<file path="src/rtl/core/ttpt_pkg.sv">
// Types, constants and stage records for the tape transport position tracker.
package ttpt_pkg;

  localparam int GAP_BYTES        = 275;
  localparam int BLOCK_DATA_BYTES = 1668;
  localparam int TRACK_END        = 740000;
  localparam int TAPE_START       = -14400;
  localparam int WARNING_MARGIN   = 3200;
  localparam int INIT_OFFSET      = 3000;
  localparam int INIT_POS         = TAPE_START + WARNING_MARGIN + INIT_OFFSET;
  localparam int PITCH            = GAP_BYTES + BLOCK_DATA_BYTES;

  localparam int SLOW_RESET = 16;
  localparam int FAST_RESET = 45;

  localparam int POS_W = 21;
  localparam int SPD_W = 8;
  localparam int TRK_W = 2;
  localparam int BLK_W = 9;
  localparam int OFF_W = 11;
  localparam int DIV_W = 20;

  localparam int RECIP_SHIFT = 30;
  localparam int RECIP_W     = 20;
  localparam int RECIP       = ((2 ** RECIP_SHIFT) + PITCH - 1) / PITCH;
  localparam int PROD_W      = DIV_W + RECIP_W;

  localparam int IN_W  = 8;
  localparam int OUT_W = 48;

  localparam int I_SF   = 0;
  localparam int I_FF   = 1;
  localparam int I_SR   = 2;
  localparam int I_FR   = 3;
  localparam int I_SEL  = 4;
  localparam int I_BUSY = 6;
  localparam int I_INIT = 7;

  localparam int O_AT_START = 1;
  localparam int O_START    = 6;
  localparam int O_CANCEL   = 7;
  localparam int O_LOAD     = 8;
  localparam int O_POS      = 20;

  typedef logic signed [POS_W-1:0] pos_t;
  typedef logic signed [POS_W:0]   pos_ext_t;

  typedef enum logic [2:0] {
    MODE_IDLE = 3'd0,
    MODE_SF   = 3'd1,
    MODE_FF   = 3'd2,
    MODE_SR   = 3'd3,
    MODE_FR   = 3'd4
  } mode_t;

  typedef enum logic {
    CFG_SLOW_RATE = 1'b0,
    CFG_FAST_RATE = 1'b1
  } cfg_idx_t;

  typedef struct packed {
    mode_t            mode;
    logic             init;
    logic             busy;
    logic [TRK_W-1:0] sel;
    logic [TRK_W-1:0] trk_prev;
    logic [TRK_W-1:0] trk_used;
    pos_t             pos;
    logic             at_start;
    logic             at_end;
    logic             early;
  } st1_t;

  typedef struct packed {
    st1_t             base;
    logic [BLK_W-1:0] blk;
  } st2_t;

endpackage

</file>
<file path="src/rtl/core/tape_transport_position_tracker.sv">
// Top level of the tape transport position tracker.
// Stages in order: update, locate, emit; each holds its result in a register.
// Throughput: one beat per cycle while the result side accepts; the reciprocal multiply and offset path are pipelined.
// Backpressure on the result side stalls stages back to the input only when all are full.
// Reset: idle mode, position at tape start, read track 0, detect low, speeds 16 and 45,
// all stages empty.
module tape_transport_position_tracker (
  input  logic                        clk,
  input  logic                        rst,
  input  logic                        s_axis_tvalid,
  output logic                        s_axis_tready,
  // cmd_slow_forward, cmd_fast_forward, cmd_slow_reverse, cmd_fast_reverse,
  // read_track_select[1:0], transfer_busy, init_request
  input  logic [ttpt_pkg::IN_W-1:0]   s_axis_tdata,
  output logic                        m_axis_tvalid,
  input  logic                        m_axis_tready,
  // tape_moving, at_start, at_end, early_warning, detect flag, track_mismatch,
  // start_transfer, abort request, load_block_request, block_number[8:0],
  // read_track_used[1:0], byte position[20:0], zero fill
  output logic [ttpt_pkg::OUT_W-1:0]  m_axis_tdata,
  input  logic                        cfg_valid,
  output logic                        cfg_ready,
  input  logic                        cfg_index,
  input  logic [ttpt_pkg::SPD_W-1:0]  cfg_data
);

  logic [ttpt_pkg::SPD_W-1:0] slow_rate;
  logic [ttpt_pkg::SPD_W-1:0] fast_rate;
  logic                       st1_valid;
  logic                       st1_ready;
  ttpt_pkg::st1_t             st1;
  logic                       st2_valid;
  logic                       st2_ready;
  ttpt_pkg::st2_t             st2;

  assign cfg_ready = 1'b1;

  always_ff @(posedge clk) begin
    if (rst) begin
      slow_rate <= ttpt_pkg::SPD_W'(ttpt_pkg::SLOW_RESET);
      fast_rate <= ttpt_pkg::SPD_W'(ttpt_pkg::FAST_RESET);
    end else if (cfg_valid && cfg_ready) begin
      case (ttpt_pkg::cfg_idx_t'(cfg_index))
        ttpt_pkg::CFG_SLOW_RATE: slow_rate <= cfg_data;
        ttpt_pkg::CFG_FAST_RATE: fast_rate <= cfg_data;
        default: slow_rate <= slow_rate;
      endcase
    end
  end

  ttpt_motion u_motion (
    .clk        (clk),
    .rst        (rst),
    .in_valid   (s_axis_tvalid),
    .in_ready   (s_axis_tready),
    .in_data    (s_axis_tdata),
    .slow_rate  (slow_rate),
    .fast_rate  (fast_rate),
    .st1_valid  (st1_valid),
    .st1_ready  (st1_ready),
    .st1        (st1)
  );

  ttpt_locate u_locate (
    .clk       (clk),
    .rst       (rst),
    .st1_valid (st1_valid),
    .st1_ready (st1_ready),
    .st1       (st1),
    .st2_valid (st2_valid),
    .st2_ready (st2_ready),
    .st2       (st2)
  );

  ttpt_emit u_emit (
    .clk       (clk),
    .rst       (rst),
    .st2_valid (st2_valid),
    .st2_ready (st2_ready),
    .st2       (st2),
    .out_valid (m_axis_tvalid),
    .out_ready (m_axis_tready),
    .out_data  (m_axis_tdata)
  );

endmodule

</file>
<file path="src/rtl/core/ttpt_motion.sv">
// Motion mode decode, position update with clamping and read track latch.
module ttpt_motion (
  input  logic                        clk,
  input  logic                        rst,
  input  logic                        in_valid,
  output logic                        in_ready,
  input  logic [ttpt_pkg::IN_W-1:0]   in_data,
  input  logic [ttpt_pkg::SPD_W-1:0]  slow_rate,
  input  logic [ttpt_pkg::SPD_W-1:0]  fast_rate,
  output logic                        st1_valid,
  input  logic                        st1_ready,
  output ttpt_pkg::st1_t              st1
);

  ttpt_pkg::mode_t                motion_mode;
  ttpt_pkg::pos_t                 position;
  logic [ttpt_pkg::TRK_W-1:0]     latched_track;

  ttpt_pkg::mode_t                mode;
  logic                           init;
  logic                           busy;
  logic [ttpt_pkg::TRK_W-1:0]     sel;
  logic                           accept;
  logic [ttpt_pkg::SPD_W-1:0]     spd;
  logic                           rev;
  ttpt_pkg::pos_ext_t             delta;
  ttpt_pkg::pos_ext_t             moved;
  ttpt_pkg::pos_t                 clamped;
  ttpt_pkg::pos_t                 position_next;
  logic [ttpt_pkg::TRK_W-1:0]     track_next;

  assign init     = in_data[ttpt_pkg::I_INIT];
  assign busy     = in_data[ttpt_pkg::I_BUSY];
  assign sel      = in_data[ttpt_pkg::I_SEL +: ttpt_pkg::TRK_W];
  assign in_ready = !st1_valid || st1_ready;
  assign accept   = in_valid && in_ready;

  always_comb begin
    if (in_data[ttpt_pkg::I_SF]) begin
      mode = ttpt_pkg::MODE_SF;
    end else if (in_data[ttpt_pkg::I_FF]) begin
      mode = ttpt_pkg::MODE_FF;
    end else if (in_data[ttpt_pkg::I_SR]) begin
      mode = ttpt_pkg::MODE_SR;
    end else if (in_data[ttpt_pkg::I_FR]) begin
      mode = ttpt_pkg::MODE_FR;
    end else begin
      mode = ttpt_pkg::MODE_IDLE;
    end

    spd = '0;
    rev = 1'b0;
    if (mode == motion_mode) begin
      case (mode)
        ttpt_pkg::MODE_SF: spd = slow_rate;
        ttpt_pkg::MODE_FF: spd = fast_rate;
        ttpt_pkg::MODE_SR: begin
          spd = slow_rate;
          rev = 1'b1;
        end
        ttpt_pkg::MODE_FR: begin
          spd = fast_rate;
          rev = 1'b1;
        end
        default: spd = '0;
      endcase
    end

    delta = ttpt_pkg::pos_ext_t'({1'b0, spd});
    if (rev) begin
      delta = -delta;
    end
    moved = ttpt_pkg::pos_ext_t'(position) + delta;

    if (moved <= ttpt_pkg::pos_ext_t'(ttpt_pkg::TAPE_START)) begin
      clamped = ttpt_pkg::pos_t'(ttpt_pkg::TAPE_START);
    end else if (moved >= ttpt_pkg::pos_ext_t'(ttpt_pkg::TRACK_END)) begin
      clamped = ttpt_pkg::pos_t'(ttpt_pkg::TRACK_END);
    end else begin
      clamped = moved[ttpt_pkg::POS_W-1:0];
    end

    position_next = init ? ttpt_pkg::pos_t'(ttpt_pkg::INIT_POS) : clamped;
    track_next    = (!init && !busy) ? sel : latched_track;
  end

  always_ff @(posedge clk) begin
    if (rst) begin
      motion_mode   <= ttpt_pkg::MODE_IDLE;
      position      <= ttpt_pkg::pos_t'(ttpt_pkg::TAPE_START);
      latched_track <= '0;
      st1_valid     <= 1'b0;
    end else begin
      if (accept) begin
        if (!init) begin
          motion_mode <= mode;
        end
        position      <= position_next;
        latched_track <= track_next;
        st1_valid     <= 1'b1;
      end else if (st1_ready) begin
        st1_valid <= 1'b0;
      end
    end
  end

  always_ff @(posedge clk) begin
    if (accept) begin
      st1.mode     <= init ? ttpt_pkg::MODE_IDLE : mode;
      st1.init     <= init;
      st1.busy     <= busy;
      st1.sel      <= sel;
      st1.trk_prev <= latched_track;
      st1.trk_used <= track_next;
      st1.pos      <= position_next;
      st1.at_start <= position_next <= ttpt_pkg::pos_t'(ttpt_pkg::TAPE_START);
      st1.at_end   <= position_next >= ttpt_pkg::pos_t'(ttpt_pkg::TRACK_END);
      st1.early    <=
        (position_next <= ttpt_pkg::pos_t'(ttpt_pkg::TAPE_START + ttpt_pkg::WARNING_MARGIN)) ||
        (position_next >= ttpt_pkg::pos_t'(ttpt_pkg::TRACK_END - ttpt_pkg::WARNING_MARGIN));
    end
  end

endmodule

</file>
<file path="src/rtl/core/ttpt_locate.sv">
// Block number by reciprocal multiplication of the position.
module ttpt_locate (
  input  logic           clk,
  input  logic           rst,
  input  logic           st1_valid,
  output logic           st1_ready,
  input  ttpt_pkg::st1_t st1,
  output logic           st2_valid,
  input  logic           st2_ready,
  output ttpt_pkg::st2_t st2
);

  logic [ttpt_pkg::PROD_W-1:0] prod;
  logic [ttpt_pkg::BLK_W-1:0]  blk;
  logic                        adv;

  assign st1_ready = !st2_valid || st2_ready;
  assign adv       = st1_valid && st1_ready;

  assign prod = ttpt_pkg::PROD_W'(st1.pos[ttpt_pkg::DIV_W-1:0]) *
                ttpt_pkg::PROD_W'(ttpt_pkg::RECIP);
  assign blk  = st1.pos[ttpt_pkg::POS_W-1] ? '0 :
                prod[ttpt_pkg::RECIP_SHIFT +: ttpt_pkg::BLK_W];

  always_ff @(posedge clk) begin
    if (rst) begin
      st2_valid <= 1'b0;
    end else if (adv) begin
      st2_valid <= 1'b1;
    end else if (st2_ready) begin
      st2_valid <= 1'b0;
    end
  end

  always_ff @(posedge clk) begin
    if (adv) begin
      st2.base <= st1;
      st2.blk  <= blk;
    end
  end

endmodule

</file>
<file path="src/rtl/core/ttpt_emit.sv">
// Intra-block offset, data detect line, transfer requests and result register.
module ttpt_emit (
  input  logic                         clk,
  input  logic                         rst,
  input  logic                         st2_valid,
  output logic                         st2_ready,
  input  ttpt_pkg::st2_t               st2,
  output logic                         out_valid,
  input  logic                         out_ready,
  output logic [ttpt_pkg::OUT_W-1:0]   out_data
);

  logic                        detect_line;
  logic                        detect_line_next;
  logic [ttpt_pkg::DIV_W-1:0]  blk_bytes;
  logic [ttpt_pkg::DIV_W-1:0]  off_full;
  logic [ttpt_pkg::OFF_W-1:0]  off;
  logic                        past_gap;
  logic                        neg;
  logic                        moving;
  logic                        start;
  logic                        cancel;
  logic                        load;
  logic                        mismatch;
  logic                        adv;
  ttpt_pkg::st1_t              b;

  assign b         = st2.base;
  assign st2_ready = !out_valid || out_ready;
  assign adv       = st2_valid && st2_ready;
  assign neg       = b.pos[ttpt_pkg::POS_W-1];

  assign blk_bytes = ttpt_pkg::DIV_W'(st2.blk) * ttpt_pkg::DIV_W'(ttpt_pkg::PITCH);
  assign off_full  = b.pos[ttpt_pkg::DIV_W-1:0] - blk_bytes;
  assign off       = neg ? '0 : off_full[ttpt_pkg::OFF_W-1:0];
  assign past_gap  = off > ttpt_pkg::OFF_W'(ttpt_pkg::GAP_BYTES);

  always_comb begin
    detect_line_next = detect_line;
    if (b.init) begin
      detect_line_next = 1'b0;
    end else if (b.mode == ttpt_pkg::MODE_FF || b.mode == ttpt_pkg::MODE_SR ||
                 b.mode == ttpt_pkg::MODE_FR) begin
      detect_line_next = past_gap && ((st2.blk != '0) || (b.trk_prev == '0));
    end
    moving   = !b.init && (b.mode != ttpt_pkg::MODE_IDLE);
    start    = !b.init && (b.mode == ttpt_pkg::MODE_SF) && !b.busy && past_gap;
    cancel   = b.init || (b.mode != ttpt_pkg::MODE_SF);
    load     = b.init || (b.mode == ttpt_pkg::MODE_SF) || (b.mode == ttpt_pkg::MODE_IDLE);
    mismatch = b.sel != b.trk_used;
  end

  always_ff @(posedge clk) begin
    if (rst) begin
      detect_line <= 1'b0;
      out_valid   <= 1'b0;
    end else if (adv) begin
      detect_line <= detect_line_next;
      out_valid   <= 1'b1;
    end else if (out_ready) begin
      out_valid <= 1'b0;
    end
  end

  always_ff @(posedge clk) begin
    if (adv) begin
      out_data <= {7'b0, b.pos, b.trk_used, st2.blk, load, cancel, start, mismatch,
                   detect_line_next, b.early, b.at_end, b.at_start, moving};
    end
  end

endmodule

</file>
<file path="config.mk">
export PLATFORM = sky130hd
export DESIGN_NAME = tape_transport_position_tracker
export DESIGN_NICKNAME = d
export VERILOG_FILES = /design/src/rtl/core/ttpt_pkg.sv /design/src/rtl/core/tape_transport_position_tracker.sv /design/src/rtl/core/ttpt_motion.sv /design/src/rtl/core/ttpt_locate.sv /design/src/rtl/core/ttpt_emit.sv
export SDC_FILE = /design/constraint.sdc
export NUM_CORES = 1
export LEC_CHECK = 0
export ABC_AREA = 1
export BUFFER_PORTS_ARGS = -buffer_cell sky130_fd_sc_hd__buf_2
export CORE_AREA = 2 2 166 200
export DETAILED_ROUTE_END_ITERATION = 8
export DIE_AREA = 0 0 168 202
export GPL_TIMING_DRIVEN = 0
export MAX_ROUTING_LAYER = met4
export PLACE_DENSITY = 0.65
export SLEW_MARGIN = 20
export SYNTH_ARGS = -nofsm -noshare
export SYNTH_HDL_FRONTEND = slang
export SYNTH_SLANG_ARGS = --single-unit
export TNS_END_PERCENT = 10
</file>
<file path="constraint.sdc">
create_clock -name clk -period 6.9 [get_ports clk]
set_input_delay 2.07 -clock clk [delete_from_list [all_inputs] [get_ports clk]]
set_output_delay 2.07 -clock clk [all_outputs]
set_load 0.005 [all_outputs]
</file>
==> reports/results.ini <==
[status]
status = complete, no violations

[global_route]
grt_use_total = 0.216
antenna_found_initial = 0
grt_pass1_wl_um = 55300
first_global_vias = 11300
grt_max_degree = 31
grt_overflow = 0

[setup_path]
worstPathMaxFanout = 6
reg2reg_from = u_motion.st1[5]
cp-end-kind = flip-flop
rrSetupSlack_ns = 0.27
crit_type = flip-flop to flip-flop
r2r_end = u_locate.st2[8]
crit_arrival_ns = 6.83
start_kind = flip-flop
cp.required_ns = 7.10
reg2regPathDepth = 21

[clocking]
htree_levels = 4
cts_made_buffers = 17
worstSkewPairLatency_ns = 0.45
numClockSinks = 166
cts.path.max_buffers = 2
root_buffer = clkbuf_16
cts-hold-fix-buffers = 0
cts_tree = built
clkSlewWorstSetupHoldPaths_ns = 0.08

[hold_path]
min_to = u_emit.out_data[2]
hold_path.class = flip-flop to flip-flop
hold-path-cell-count = 0
hold_start = u_locate.st2[10]

[cells_and_area]
drive_gt1_frac = 0.126
regArea_sq_um = 4520
final_net_count = 2193
n_fill_cell = 2800
multi_input_area_sq_um = 9960
diodes = 0
final_common_cell = inv_1
fin_area_sq_um = 17800
most-common-layout-cells = inv_1 (354), ha_1 (244), nand2_1 (211), fa_1 (166), edfxtp_1 (120)
area_delta_synth_final_pct = 12.9

[detailed_routing]
vias_per_cell = 5.08
met1_length_um = 13800
drc = 0
vias = 11100
routedWlPerCell_um = 15.7
first_iter_violations = 435
first_pass_iters = 5
postRouteAntennaNets = 0
top_layer = met4
routed-wl-met3_um = 801
wirelength_um = 34200
route.met2.wl_um = 18800

[floorplan]
coreArea_sq_um = 32000
row_count = 72
die_h_um = 202
pin_count = 73
die_w_um = 168
dieArea_sq_um = 33900
initial_core_util = 0.493

[yosys]
synthCells = 1634
async_flop_share = 0
synth_seq_cells = 166
yosys_warnings = 0
synth_enable_flop_cells = 120
synth_seq_area_share = 0.287
synth_area_sq_um = 15800
synth_cell_types = 52
synth_ff_type = edfxtp_1
syn_avg_cell_area_sq_um = 9.64

[place]
hpwl_um = 28200
io_buffers = 63
place_area_sq_um = 16700
gp_congestion = 0.916

[flow_run]
max_cap_viol_count = 0

[sta]
maxSlewViolCount = 0
worst_slew_pin_slew_ns = 0.715
fin_skew_ns = 0.0180
fmax_mhz = 151
relSlewSlack = 0.516
hold_viol = 0
finalSetupViolCount = 0
period_minus_slack_ns = 6.63
post-route-period-util = 0.961

-- cell usage after synthesis, types with 3 or more instances --
master,count,area (sq um)
nand2_1,221,830
fa_1,167,3340
inv_2,5,18.8
o211ai_1,3,22.5
xnor2_1,19,166
a211oi_1,4,30.0
nand3_1,57,285
nand3_2,5,50.1
and2_1,3,18.8
nor2_1,93,349
o21a_1,4,30.0
a21o_1,3,22.5
or2_2,3,18.8
dfxtp_1,46,921
o21ai_0,71,355
edfxtp_1,120,3600
a21oi_1,89,445
buf_4,9,67.6
a31oi_1,6,37.5
clkbuf_1,10,37.5
inv_1,356,1340
nand2_2,13,81.3
nor3_1,10,50.1
nand4_2,3,37.5
nor2_4,3,33.8
xor2_1,15,131
nor2_2,3,18.8
nand4_1,19,119
ha_1,245,3070
-- worst max-delay path, stage by stage, from the launching register on --
cell and delay [ns]:
edfxtp_1 0.56, fa_1 0.59, inv_1 0.05, fa_1 0.47, fa_1 0.53, fa_1 0.53
inv_1 0.05, fa_1 0.46, fa_1 0.50, ha_1 0.33, ha_1 0.33, nand4_1 0.16
o41ai_2 0.37, nand3_1 0.13, a211o_1 0.28, o211ai_1 0.17, nand4_1 0.24, a21oi_1 0.28
o21a_1 0.18, o21ai_0 0.08, nand2_1 0.06, nor2_1 0.04
-- area by class of cell --
class	instances	share of cell area
clock inverters	15	0.0117
inverters	361	0.0762
multi-input cells	1090	0.560
well taps	407	0.0286
flip-flops and latches	166	0.254
plain buffers	24	0.00851
repair buffers	99	0.0367
clock buffers	17	0.0239
-- timing repair --
| item | CTS | global route |
|---|---|---|
| pin swaps | 0 | 11 |
| buffers inserted | 0 | 31 |
| gates resized for setup | 1 | 51 |
| setup endpoints to repair | 4 | 17 |
| gates cloned | 0 | 2 |
-- worst max-delay path by stage --
stage | from | slack [ns] | cells after the start | end
after floorplan | s_axis_tdata[0] | 0.74 | 35 | u_motion.st1[0]
after global placement | s_axis_tdata[1] | -0.37 | 36 | u_motion.st1[0]
after detailed placement | s_axis_tdata[1] | -0.44 | 37 | u_motion.st1[0]
after CTS | s_axis_tdata[1] | 0.03 | 37 | u_motion.st1[0]
after global routing | s_axis_tdata[0] | -0.05 | 35 | u_motion.st1[1]
final | u_motion.st1[5] | 0.27 | 21 | u_locate.st2[8]
-- flip-flops by register name (all words and copies together), names as in the netlist --
register	count
u_motion.st1	35
fast_rate	8
slow_rate	8
u_motion.st1_valid	1
u_locate.st2	44
u_motion.position	21
u_emit.out_valid	1
u_motion.motion_mode	3
u_emit.detect_line	1
u_emit.out_data	41
u_locate.st2_valid	1
u_motion.latched_track	2
-- through the flow --
stage                     setup WS (ns)  setup TNS (ns)  utilization  hold slack (ns)  instances
after floorplan                   0.744               0            -            0.400       1640
final                             0.272               0        0.556            0.416       2179
after detailed placement         -0.438          -0.972        0.523            0.405       2114
after global placement           -0.374          -0.704        0.519            0.400       2110
after global routing            -0.0460         -0.0773        0.556            0.422       2179
after CTS                        0.0275               0        0.543            0.418       2146
-- cell families after synthesis --
group / after synthesis / synth area share
DFF: 166 / 0.287
AOI/OAI and AO/OA: 195 / 0.0674
adders and majority gates: 412 / 0.407
and+or+nand+nor: 439 / 0.123
xor gates and xnor gates: 35 / 0.0199
buffers and inverters: 385 / 0.0950
other: 2 / 0.000477
-- per-layer routing --
layer	global-route usage	vias to the layer above
met3	0.0233	49
met4	0.0711	0
met5	-	-
li1	-	5507
met1	0.240	5336
met2	0.402	174
Power is left out: the tool's default activity adds up to more than one toggle a clock period on the data nets, which glitch-free logic cannot reach.
